## src/sv/vmlv_row_update.sv

```systemverilog
// saturating increment of one label counter inside a histogram row
// depends on nothing; used by vertex_majority_label_vote
`default_nettype none

module vmlv_row_update #(
  parameter int unsigned LABEL_COUNT = 16,
  parameter int unsigned COUNT_BITS  = 16,
  parameter int unsigned LW          = 4
) (
  input  logic [LABEL_COUNT*COUNT_BITS-1:0] row_i,
  input  logic [LW-1:0]                     label_i,
  output logic [LABEL_COUNT*COUNT_BITS-1:0] row_o
);

  logic [COUNT_BITS-1:0] cnt;

  always_comb begin
    cnt   = row_i[label_i*COUNT_BITS +: COUNT_BITS];
    row_o = row_i;
    // counter stops at all ones
    if (cnt != '1) begin
      row_o[label_i*COUNT_BITS +: COUNT_BITS] = cnt + 1'b1;
    end
  end

endmodule

`default_nettype wire

```

## config.mk

```make
export PLATFORM = sky130hd
export DESIGN_NAME = vmlv_row_update
export DESIGN_NICKNAME = d
export VERILOG_FILES = /design/src/sv/vmlv_row_update.sv
export SDC_FILE = /design/constraint.sdc
export NUM_CORES = 1
export LEC_CHECK = 0
export ABC_AREA = 1
export ABC_CLOCK_PERIOD_IN_PS = 7050
export BUFFER_PORTS_ARGS = -buffer_cell sky130_fd_sc_hd__buf_4
export CAP_MARGIN = 40
export CORE_AREA = 2 2 203 205
export DETAILED_ROUTE_END_ITERATION = 6
export DIE_AREA = 0 0 205 207
export PLACE_DENSITY_LB_ADDON = 0.15
export SLEW_MARGIN = 20
export SYNTH_ARGS = -nofsm -noshare
export SYNTH_HDL_FRONTEND = slang
export SYNTH_SLANG_ARGS = --single-unit
```

## constraint.sdc

```tcl
create_clock -name vclk -period 7.05
set_input_delay 1.7625 -clock vclk [all_inputs]
set_output_delay 1.7625 -clock vclk [all_outputs]
set_load 0.01 [all_outputs]
```

==> flow_summary.yaml, run 1 <==
outcome:
  status: "finished clean"
power:
  combPwrFrac: 1.000
  clkPwrFrac: 0
  leakage_nw: 7.024
  internal_power_uw: 373.8
  p_per_area_mw_per_mm2: 77.58
  ir_worst_vdd_mv: 0.02242
  swShare: 0.6082
  p_sw_uw: 580.2
  pwr-share-seq: 0
yosys:
  synth_nets: 2017
  yosys_warnings: 0
  netlist_area_sq_mm: 0.007839
  netlist.area_leader.share: 0.3697
  syn_avg_cell_area_sq_um: 4.477
  synth_cell_types: 35
  syn_inst: 1751
  yosysTopAreaCell: "nand2_1"
  synthTopCellsByArea: "nand2_1, nand3_1, inv_1, o21ai_0, o21ai_1"
  ys_seq_area_frac: 0
critical_path:
  crit_type: "in -> out"
  path_buf_inv: 6
  arrival_ns: 5.02
  cp_max_fo: 45
  crit_required_ns: 5.29
  cp_slowest_cell: "o21ai_0"
  crit_family: "simple AND/OR/NAND/NOR gates"
  cp-end-kind: "output port"
  startpoint_type: "input pin"
  slowest_delay_ns: 0.31
  crit_chain: "buf_6, buf_12, buf_4, or2_2, nand3_1, nand2_1, nand2_1, nand3_1, nand2_1, nor2_4, nand4_4, nor2_8, buf_6, nor2_4, buf_4, o21ai_0, buf_4"
  crit_cells: 17
detailed_routing:
  drtIter0Drc: 1096
  routed_wl_microns: 61890
  post-route-drc-count: 0
  vias: 13280
  ant_nets: 0
  wl_per_cell_microns: 22.51
  first_pass_iters: 6
  vias_per_cell: 4.831
layout:
  drive_above_1_share: 0.2881
  final_nets: 2486
  design_area_sq_mm: 0.01230
  nFillCells: 4823
  n_clock_buffer: 0
  n_antenna_cell: 0
  area_growth_pct: 56.87
  design.seq.count: 0
  seq_area_sq_um: 0
sta:
  period_minus_slack_ns: 6.778
  hold_viol: 0
  whs_ns: 3.816
  period_share: 0.9614
  grt_setup_unrepaired: "no"
  tns_ns: 0
  worstMarginPinSlew_ns: 0.7017
  clock.fmax_ghz: 0.1475
  max_slew_margin: 0.5315
  setup_viol: 0
  drv_slew: 0
grt:
  met2_usage: 0.4962
  met3_usage: 0.04059
  top_usage_layer: "met2"
  antenna_found_initial: 0
  grt_use_met1: 0.3520
  grt_pass1_vias: 13030
  overflow: 0
  grt_pass1_wl_microns: 87640
  track_usage: 0.2774
  grt_max_degree: 46
floorplanning:
  rows: 74
  io_pins: 516
  die_w_microns: 205
  die_h_microns: 207
  core_area_sq_mm: 0.04037
  initial_core_util: 0.1942
  die_area_sq_mm: 0.04244
min_path:
  hold_path_class: "in -> out"
  min_delay_path_depth: 4
clock_tree:
  hold_buffers: 0
place:
  hpwlAfterDp_microns: 50280
  gp_congestion: 0.8908
  portBuffers: 516
  placed_cell_area_sq_mm: 0.01227
flow_run:
  cap_violations: 0
-- tightest hold or removal path: cells and delay by family --
kind / cells / cell delay [ns]
and+or+nand+nor: 2 / 0.09
buffers and inverters: 2 / 0.20
-- layer usage --
| metal | wire, microns | up-vias |
|---|---|---|
| met4 | 1372 | 0 |
| met5 | 0 | - |
| met2 | 29950 | 597 |
| met1 | 26080 | 6238 |
| li1 | - | 6384 |
| met3 | 4488 | 65 |
-- cells in the final DEF (no fill, tap or decap), types with 3 or more instances in the layout --
cell type	instances
buf_12	5
nor2_2	9
inv_2	6
ha_1	5
xor2_2	3
or2_2	12
o211ai_1	8
nor2_4	22
inv_4	6
nand2_1	772
o2111ai_1	4
nand2_2	3
o21ai_1	88
nand4_1	15
inv_1	234
nor2_1	89
a21oi_1	7
nor3_1	10
nand3_1	228
o21ai_0	112
buf_4	561
inv_6	3
-- synthesized netlist by cell type, types with 8 or more instances --
master and n:
nand3_1 228, or2_2 12, inv_4 8, buf_4 8, nand2_1 772, clkbuf_1 21, nor2_1 93, nor2_2 10
o21ai_0 112, o211ai_1 8, nand4_1 15, buf_2 51, inv_1 234, nor2_4 17, nor3_1 10, buf_6 18
o21ai_1 88
-- worst paths after layout --
path / start / endpoint
min: row_i[205] / row_o[205]
max: label_i[0] / row_o[228]
-- per-stage QoR --
stage	std cells	power, mW	util	setup WS, ns
5_1_grt	2750	1.030	0.3046	0.09151
3_5_place_dp	2749	0.9479	0.3039	0.2022
2_1_floorplan	1751	0.4523	-	0.6037
3_3_place_gp	2748	0.9499	0.3032	0.1515
6_report	2750	0.9540	0.3046	0.2725
4_1_cts	2749	0.9517	0.3039	0.1861
-- cell families after synthesis --
logic type	count (synthesis)	share of synthesized area
compound gates	220	0.1451
simple gates	1166	0.6329
fa+ha+maj	6	0.009577
buf+inv	353	0.2029
xor+xnor	6	0.009578
-- cell type report --
cell class	instances	area, sq um	area share
multi-input combinational	1398	6286	0.5112
timing repair buffer	570	4377	0.3559
tap	532	665.6	0.05413
inverter	250	968.4	0.07875
-- power groups by stage --
stage	registers, mW	clock network, mW	logic, mW
2_1_floorplan	0	0	0.452
3_3_place_gp	0	0	0.950
3_5_place_dp	0	0	0.948
4_1_cts	0	0	0.952
5_1_grt	0	0	1.03
6_report	0	0	0.954
-- timing repair --
item / in CTS / in global routing
endpoints found under the setup margin: 0 / 8
resized for setup: 0 / 5
setup buffers: 0 / 0
(Power assumes the default switching activity.)
==> inputs of run 2 (changes only) <==
--- a/config.mk
+++ b/config.mk
@@ -9,9 +9,11 @@
 export ABC_CLOCK_PERIOD_IN_PS = 7050
 export BUFFER_PORTS_ARGS = -buffer_cell sky130_fd_sc_hd__buf_4
 export CAP_MARGIN = 40
-export CORE_AREA = 2 2 203 205
+export CELL_PAD_IN_SITES_DETAIL_PLACEMENT = 1
+export CELL_PAD_IN_SITES_GLOBAL_PLACEMENT = 1
+export CORE_AREA = 2 2 199 201
 export DETAILED_ROUTE_END_ITERATION = 6
-export DIE_AREA = 0 0 205 207
+export DIE_AREA = 0 0 201 203
 export PLACE_DENSITY_LB_ADDON = 0.15
 export SLEW_MARGIN = 20
 export SYNTH_ARGS = -nofsm -noshare
==> flow_summary.yaml, run 2 (synthesis results as in run 1) <==
outcome:
  status: "finished clean"
grt:
  top_usage_layer: "met2"
  grt_pass1_wl_microns: 92130
  grt_pass1_vias: 13830
  grt_use_met1: 0.3811
  met2_usage: 0.5425
  antenna_found_initial: 0
  overflow: 0
  track_usage: 0.3031
  grt_max_degree: 67
  met3_usage: 0.03563
flow_run:
  cap_violations: 0
critical_path:
  startpoint_type: "input pin"
  cp_max_fo: 31
  crit_required_ns: 5.29
  crit_type: "in -> out"
  arrival_ns: 5.07
  cp-end-kind: "output port"
sta:
  tns_ns: 0
  drv_slew: 0
  hold_viol: 0
  setup_viol: 0
  period_minus_slack_ns: 6.837
  period_share: 0.9698
  max_slew_margin: 0.4667
  clock.fmax_ghz: 0.1463
  whs_ns: 3.816
  worstMarginPinSlew_ns: 0.7980
  grt_setup_unrepaired: "no"
power:
  leakage_nw: 7.051
  ir_worst_vdd_mv: 0.02141
  p_per_area_mw_per_mm2: 78.57
layout:
  final_common_cell: "nand2_1"
  nFillCells: 5459
  design.seq.count: 0
  mostFrequentLayoutCells: "nand2_1, buf_4, inv_1"
  seq_area_sq_um: 0
  final_nets: 2487
  drive_above_1_share: 0.2880
  area_growth_pct: 57.40
  n_clock_buffer: 0
  n_antenna_cell: 0
detailed_routing:
  vias: 13420
  routed_wl_microns: 64800
  vias_per_cell: 4.904
  drtIter0Drc: 702
  ant_nets: 0
  wl_per_cell_microns: 23.67
  first_pass_iters: 5
  post-route-drc-count: 0
clock_tree:
  hold_buffers: 0
floorplanning:
  die_w_microns: 201
  initial_core_util: 0.2038
  die_area_sq_mm: 0.04080
  core_area_sq_mm: 0.03847
  die_h_microns: 203
  rows: 72
  io_pins: 516
place:
  portBuffers: 516
  hpwlAfterDp_microns: 51720
  gp_congestion: 0.9090
min_path:
  hold_path_class: "in -> out"
[run 2: repair_timing]
| action | in CTS | in global routing |
|---|---|---|
| gates resized for setup | 0 | 2 |
| setup buffers | 0 | 9 |
| endpoints found under the setup margin | 0 | 23 |
[run 2: metal layers]
| layer | vias up | wire (microns) | share of wire |
|---|---|---|---|
| met5 | - | 0 | 0 |
| met4 | 0 | 1912 | 0.030 |
| met3 | 77 | 3774 | 0.058 |
| met2 | 521 | 31590 | 0.49 |
| met1 | 6448 | 27520 | 0.42 |
| li1 | 6376 | - | - |
[run 2: path summary, 6_finish.rpt]
check	from	endpoint	cells past startpoint
hold / removal	row_i[201]	row_o[201]	4
setup / recovery	label_i[0]	row_o[215]	16
[run 2: layout make-up]
type | instances | area [sq um] | share of cell area
Inverter | 250 | 965.9 | 0.07829
Timing Repair Buffer | 571 | 4448 | 0.3605
Multi-Input combinational cell | 1398 | 6276 | 0.5087
Tap cell | 518 | 648.1 | 0.05253
[run 2: per-stage QoR]
stage                     utilization  instance area (sq um)  power (mW)  setup slack (ns)  instances
after floorplan                     -                   7839      0.4523            0.6037       1751
after global placement         0.3149                  12110      0.9505           0.04596       2722
after detailed placement       0.3189                  12270      0.9633           0.05516       2728
after CTS                      0.3189                  12270      0.9676           0.03296       2728
after global routing           0.3207                  12340       1.047           0.01366       2737
final                          0.3207                  12340      0.9694            0.2129       2737
[run 2: where the power goes]
part	internal [mW]	leakage [nW]	switching, mW
registers	0	0	0
logic	0.377	7.05	0.592
clock network	0	0	0
total	0.377	7.05	0.592
[run 2: critical path, stage by stage]
cell and delay [ns]:
buf_6 0.25, inv_4 0.16, o21ai_0 0.30, nand3_1 0.11, nand3_1 0.12, nand2_2 0.07, ha_1 0.29, nand2_1 0.18
nor2_4 0.07, nand4_4 0.15, nor2_8 0.09, buf_4 0.21, nor2_4 0.53, inv_4 0.31, o21ai_0 0.27, buf_4 0.16
