$ cat src/sv/vmlv_vote_scan.sv
// walks one histogram row a counter per cycle and keeps the first maximum
// depends on nothing; used by vertex_majority_label_vote for queries
`default_nettype none

module vmlv_vote_scan #(
  parameter int unsigned LABEL_COUNT = 16,
  parameter int unsigned COUNT_BITS  = 16,
  parameter int unsigned LW          = 4
) (
  input  logic                              clk_i,
  input  logic                              rst_ni,
  input  logic                              load_i,
  input  logic [LABEL_COUNT*COUNT_BITS-1:0] row_i,
  output logic                              done_o,
  output logic [LW-1:0]                     label_o
);

  localparam int unsigned RowW = LABEL_COUNT * COUNT_BITS;
  localparam logic [LW-1:0] LastIdx = LW'(LABEL_COUNT - 1);

  logic [RowW-1:0]       row_q;
  logic [COUNT_BITS-1:0] best_cnt_q;
  logic [LW-1:0]         best_q;
  logic [LW-1:0]         idx_q;
  logic                  active_q;
  logic                  done_q;
  logic [COUNT_BITS-1:0] cur;

  assign cur = row_q[COUNT_BITS-1:0];

  always_ff @(posedge clk_i or negedge rst_ni) begin
    if (!rst_ni) begin
      active_q <= 1'b0;
      done_q   <= 1'b0;
    end else begin
      done_q <= 1'b0;
      if (load_i) begin
        active_q <= 1'b1;
      end else if (active_q && idx_q == LastIdx) begin
        active_q <= 1'b0;
        done_q   <= 1'b1;
      end
    end
  end

  // strict greater than, so ties stay with the lower label
  always_ff @(posedge clk_i) begin
    if (load_i) begin
      row_q      <= row_i >> COUNT_BITS;
      best_cnt_q <= row_i[COUNT_BITS-1:0];
      best_q     <= '0;
      idx_q      <= LW'(1);
    end else if (active_q) begin
      row_q <= row_q >> COUNT_BITS;
      idx_q <= idx_q + 1'b1;
      if (cur > best_cnt_q) begin
        best_cnt_q <= cur;
        best_q     <= idx_q;
      end
    end
  end

  assign done_o  = done_q;
  assign label_o = best_q;

endmodule

`default_nettype wire

$ cat config.mk
export PLATFORM = sky130hd
export DESIGN_NAME = vmlv_vote_scan
export DESIGN_NICKNAME = d
export VERILOG_FILES = /design/src/sv/vmlv_vote_scan.sv
export SDC_FILE = /design/constraint.sdc
export NUM_CORES = 1
export LEC_CHECK = 0
export ABC_CLOCK_PERIOD_IN_PS = 6700
export BUFFER_PORTS_ARGS = -buffer_cell sky130_fd_sc_hd__buf_2
export CORE_AREA = 2 2 243 125
export DETAILED_ROUTE_END_ITERATION = 10
export DIE_AREA = 0 0 245 127
export MAX_ROUTING_LAYER = met4
export PLACE_DENSITY = 0.74
export SYNTH_ARGS = -nofsm -noshare
export SYNTH_HDL_FRONTEND = slang
export SYNTH_SLANG_ARGS = --single-unit
$ cat constraint.sdc
create_clock -name clk_i -period 6.7 [get_ports clk_i]
set_input_delay 1.34 -clock clk_i [delete_from_list [all_inputs] [get_ports clk_i]]
set_output_delay 1.34 -clock clk_i [all_outputs]
set_load 0.005 [all_outputs]
==> out/results.tsv, run 1 <==
stage	metric	value	unit
outcome	status	completed	
clock_tree	cts_tree	built	
floorplanning	die_y	127	µm
route	route.vias.total	6152	
critical_path	crit_path_start	load_i	
floorplanning	rows	44	
timing	slew_viol_final	0	
timing	hold_viol	0	
route	detail_route.first_pass.iterations	5	
route	drcViolationCount	0	
synth	ys_top_cells_by_area	edfxtp_1 (67%), mux2_2 (23%), ha_1 (1.9%), dfxtp_1 (1.4%), buf_2 (0.96%)	
cells_and_area	layout_common_cells	buf_2 (262), edfxtp_1 (256), mux2_2 (239)	
synth	ys_seq_area_share	68.9	%
critical_path	reg2reg_from	row_q[11]	
floorplanning	ios	264	
clock_tree	cts_setup_buffers	0	
critical_path	required	6850	ps
hold_path	holdCritPathClass	flip-flop to flip-flop	
timing	timing.setup.tns	0	ps
cells_and_area	syn2layout_area_growth	21.4	%
grt	first_global_vias	6576	
timing	final.setup_skew	10.0	ps
pwr	power	3720	µW
placed_design	dp_hpwl	15.9	mm
floorplanning	start_util	39.8	%
route	postRouteAntennaNets	0	
timing	holdWs	470	ps
clock_tree	cts_max_level	1	
timing	fin_crit_sh	48.2	%
placed_design	gp_congestion	0.826	
critical_path	crit_fanout	148	
synth	synth_nets	916	
placed_design	pre_cts_ws	2910	ps
placed_design	io_buffer_count	263	
timing	max_slew_margin	36.2	%
synth	yosysWarnings	0	
pwr	peakVddDrop	167	µV
route	wire_per_inst	17.7	µm
route	drtIter0Drc	398	
critical_path	path_class	primary input to flip-flop	
clock_tree	clock_sinks	266	
timing	fmax	310	MHz
grt	grt_pass1_wl	35.1	mm
clock_tree	clkLatencyLatePin	520	ps
route	wirelength	23.2	mm
timing	setup_slack	3470	ps
timing	rsz0062_at_grt	false	
critical_path	crit_path_end_kind	flip-flop	
clock_tree	cts_hold_buf	0	
synth	synth_cell_type_count	29	
critical_path	cp.arrival	3380	ps
synth	synth_top_area_share	67.0	%
clock_tree	cts-resized-gates	0	
route	via_per_inst	4.69	
floorplanning	die_x	245	µm
job	cap_violations	0	
timing	finalSetupViolations	0	
timing	worstMarginPinSlew	957	ps
critical_path	crit_path_start_kind	primary input	
cells_and_area	layout-drive-gt1-share	58.8	%
synth	synth_top_area_cell	edfxtp_1	
clock_tree	clockBufferDepth	3	
cells_and_area	layout_commonest_cell	buf_2	
synth	ys_ff_latch	266	
grt	grt_max_degree	173	
timing	min_period	3230	ps
pwr	power.leakage	0.00559	µW
grt	overflow	0	
synth	synth.avg_cell_area	17.9	µm²
cells_and_area	nets	1178	
floorplanning	core	28800	µm²
clock_tree	clk_pin_slew	60	ps
pwr	p_per_area	267	nW/µm²
grt	antenna_found_initial	3	
synth	synth_area	11500	µm²
clock_tree	cts_buffers	25	
floorplanning	dieArea	31100	µm²
hold_path	min_from	label_o[1]	
clock_tree	clock-root-buffer	clkbuf_16	
grt	gr-usage-all-layers	15.1	%
synth	synth_cells	640	
metrics by stage:
| step | instance area [µm²] | utilization, % | std cells |
|---|---|---|---|
| floorplan | 11500 | - | 640 |
| global placement | 13200 | 45.9 | 1266 |
| detailed placement | 13200 | 45.9 | 1266 |
| CTS | 13900 | 48.3 | 1310 |
| global route | 13900 | 48.3 | 1313 |
| finish | 13900 | 48.3 | 1313 |
kinds of logic after synthesis:
| group | after synthesis | share of synthesized area [%] |
|---|---|---|
| flip-flops | 266 | 68.9 |
| multiplexers | 244 | 23.9 |
| buffers and inverters | 50 | 1.88 |
| AND/OR/NAND/NOR | 45 | 2.25 |
| adder cells (fa/ha/maj) | 17 | 1.85 |
| AO/OA/AOI/OAI | 15 | 1.03 |
| XOR/XNOR | 3 | 0.229 |
final timing paths:
check                           cells past startpoint  slack (ps)            end
worst max register to register                      5        3950  best_cnt_q[8]
worst max-delay path                                4        3470     row_q[209]
min in group asynchronous                           1         600         done_o
worst min-delay path                                2         470     label_o[1]
worst min register to register                      2         470     label_o[1]
max in group asynchronous                           1        6010       active_q
cells in the mapped netlist, drive strengths merged:
cell / instances
a31oi: 1
o21ai: 3
a21oi: 6
or2: 1
dfrtp: 2
nand2: 4
o211ai: 1
a41oi: 1
dfxtp: 8
xor2: 2
a2111o: 1
clkbuf: 6
buf: 25
edfxtp: 256
ha: 17
o41ai: 1
nand3: 2
xnor2: 1
nand4: 5
nor2b: 1
mux2: 239
nand2b: 9
inv: 19
and2: 16
a22oi: 1
mux2i: 5
nor2: 7
layout make-up:
type | instances | area (µm²)
inverter | 19 | 75.1
fill | 2438 | 14900
timing repair buffer | 266 | 1390
tap | 391 | 489
sequential | 266 | 7900
clock buffer | 30 | 644
multi-input combinational | 324 | 3360
clock inverter | 14 | 63.8
antenna | 3 | 7.51
report_power, final:
group,internal (µW),switching (µW)
clock network,682,593
registers,2020,53.4
logic,222,148
sequential cells by signal, indices dropped and copies added, names as in the netlist:
name,flops
best_cnt_q,16
row_q,240
label_o,4
idx_q,4
done_o,1
active_q,1
worst max-delay path, stage by stage:
cell and delay (ps):
buf_8 510, nor2_1 190, clkinvlp_4 540, buf_12 600
layer usage:
layer | GRT usage (%) | vias to the layer above | wire, µm | share of wire, %
met1 | 16.8 | 3011 | 9110 | 39
met2 | 27.7 | 113 | 12600 | 55
li1 | - | 2992 | - | -
met5 | - | - | 0 | 0
met3 | 3.00 | 36 | 890 | 3.8
met4 | 4.30 | 0 | 540 | 2.3
(Power assumes the default switching activity.)
==> inputs of run 2 (changes only) <==
Settings changed: ABC_CLOCK_PERIOD_IN_PS 6700 to 3000.
Clock period 6.7 ns to 3 ns, I/O delays scaled along.
==> run 2 against run 1 <==
  * Clock skew down 2.6 ps
  * Register-to-register slack got worse by 3300 ps
  * Utilization rose by 0.68 points
  * Setup slack worse by 2800 ps
  * Routed wire length up 2.1%
  * Critical path depth is 2 higher
  * Cell area up 1.4%
  * Sequential share of layout area decreased by 0.78 points
  * Via count up 1.6%
  * Largest cell class unchanged
==> out/results.tsv, run 2 (synthesized netlist as in run 1, its figures left out) <==
stage	metric	value	unit	change
outcome	status	completed		unchanged
timing	final.setup_skew	7.42	ps	was 10.0 ps
cells_and_area	largest_register	row_q		unchanged
floorplanning	core	28800	µm²	unchanged
critical_path	path_class	flip-flop to flip-flop		was primary input to flip-flop
grt	grt_pass1_wl	36.1	mm	was 35.1 mm
route	route.vias.total	6250		was 6152
clock_tree	clock_sinks	266		unchanged
pwr	p_per_area	608	nW/µm²	was 267 nW/µm²
timing	holdWs	351	ps	was 470 ps
clock_tree	clkLatencyLatePin	530	ps	was 520 ps
floorplanning	rows	44		unchanged
floorplanning	ios	264		unchanged
clock_tree	clockBufferDepth	3		unchanged
critical_path	worstPathCellList	ha_1 > nand4_2 > a2111o_1 > a31oi_4 > or2_1 > buf_4		was buf_8 > nor2_1 > clkinvlp_4 > buf_12
route	wire_per_inst	17.9	µm	was 17.7 µm
clock_tree	cts_max_level	1		unchanged
critical_path	crit_path_start_kind	flip-flop		was primary input
critical_path	cp_num_buf_inv	1		was 3
critical_path	required	3210	ps	was 6850 ps
timing	slew_viol_final	0		unchanged
cells_and_area	largest_register_ffs	240		unchanged
clock_tree	cts_buffers	25		unchanged
grt	antenna_found_initial	6		was 3
cells_and_area	top_regs	row_q x240, best_cnt_q x16		unchanged
cells_and_area	layout.cells.non_filler	1324		was 1313
grt	overflow	0		unchanged
clock_tree	clock-root-buffer	clkbuf_16		unchanged
cells_and_area	layout_commonest_cell	buf_2		unchanged
placed_design	io_buffer_count	263		unchanged
job	cap_violations	0		unchanged
critical_path	crit_slowest_cell	a2111o_1		was buf_12
timing	rsz0062_at_grt	false		unchanged
cells_and_area	layout-drive-gt1-share	59.7	%	was 58.8%
placed_design	gp_congestion	0.818		was 0.826
route	drtIter0Drc	289		was 398
timing	min_period	2340	ps	
critical_path	critPathTopFamily	compound AO/OA/AOI/OAI gates		was buffers and inverters
critical_path	crit_fanout	16		was 148
timing	worstMarginPinSlew	572	ps	was 957 ps
hold_path	holdCritPathClass	primary input to flip-flop		was flip-flop to flip-flop
timing	max_slew_margin	61.8	%	was 36.2%
floorplanning	die_x	245	µm	unchanged
floorplanning	start_util	39.8	%	unchanged
route	via_per_inst	4.72		was 4.69
cells_and_area	nets	1185		was 1178
timing	fin_crit_sh	78.1	%	
critical_path	cp.arrival	2560	ps	was 3380 ps
route	wirelength	23.7	mm	was 23.2 mm
floorplanning	dieArea	31100	µm²	unchanged
grt	first_global_vias	6773		was 6576
floorplanning	die_y	127	µm	unchanged
clock_tree	cts_tree	built		unchanged
placed_design	dp_cells	1272		was 1266
placed_design	dp_hpwl	16.6	mm	was 15.9 mm
cells_and_area	fillCellCount	2475		was 2438
timing	hold_viol	0		unchanged
critical_path	crit_path_end_kind	flip-flop		unchanged
timing	finalSetupViolations	0		unchanged
clock_tree	clk_pin_slew	70	ps	was 60 ps
cells_and_area	layout_common_cells	buf_2 (262), edfxtp_1 (256), mux2_2 (239)		unchanged
route	drcViolationCount	0		unchanged
critical_path	max_stage_delay	460	ps	was 600 ps
pwr	power.leakage	0.00568	µW	was 0.00559 µW
cells_and_area	syn2layout_area_growth	23.1	%	was 21.4%
timing	fmax	427	MHz	
route	detail_route.first_pass.iterations	5		unchanged
grt	gr-usage-all-layers	15.6	%	was 15.1%
grt	grt_max_degree	89		was 173
pwr	peakVddDrop	351	µV	was 167 µV
route	postRouteAntennaNets	0		unchanged
-- run 2: final timing paths --
check / to / startpoint / cells past startpoint / slack, ps
min: row_q[239] / row_i[255] / 2 / 350
max in group asynchronous: done_o / rst_ni / 2 / 2530
max: best_cnt_q[8] / row_q[14] / 6 / 660
min reg2reg: label_o[0] / label_o[0] / 2 / 490
max reg2reg: best_cnt_q[8] / row_q[14] / 6 / 660
min in group asynchronous: active_q / rst_ni / 2 / 380
-- run 2: metal layers --
layer,global-route usage [%],part of all wire [%]
met1,17.3,38
met2,28.4,55
met3,3.21,4.6
met4,4.56,2.3
met5,-,0
-- run 2: repair_timing --
| item | CTS | global route |
|---|---|---|
| hold buffers | 1 | 0 |
| gates resized for setup | 0 | 0 |
| setup buffers | 0 | 0 |
| hold endpoints to repair | 2 | 0 |
-- run 2: power by group --
group	internal [µW]	switching [µW]	total, µW
registers	4510	117	4630
logic	507	335	842
clock network	1760	1360	3120
total	6770	1810	8580
-- run 2: cell type report --
class / count / area (µm²) / area share [%]
clock inverter: 14 / 128 / 0.904
inverter: 19 / 75.1 / 0.532
timing repair buffer: 273 / 1480 / 10.5
tap: 391 / 489 / 3.47
antenna: 6 / 15.0 / 0.106
sequential: 266 / 7900 / 56.0
clock buffer: 31 / 668 / 4.73
multi-input combinational: 324 / 3360 / 23.8
-- run 2: per-stage QoR --
| step | cell area, µm² | setup WS [ps] | setup TNS [ps] | total power, µW | util (%) |
|---|---|---|---|---|---|
| 5_1_grt | 14100 | 545 | 0 | 8960 | 49.0 |
| 2_1_floorplan | 11500 | -2080 | -498860 | 5210 | - |
| 3_3_place_gp | 13300 | 733 | 0 | 5500 | 46.2 |
| 4_1_cts | 14100 | 643 | 0 | 8690 | 49.0 |
| 6_report | 14100 | 657 | 0 | 8580 | 49.0 |
| 3_5_place_dp | 13300 | 671 | 0 | 5550 | 46.2 |
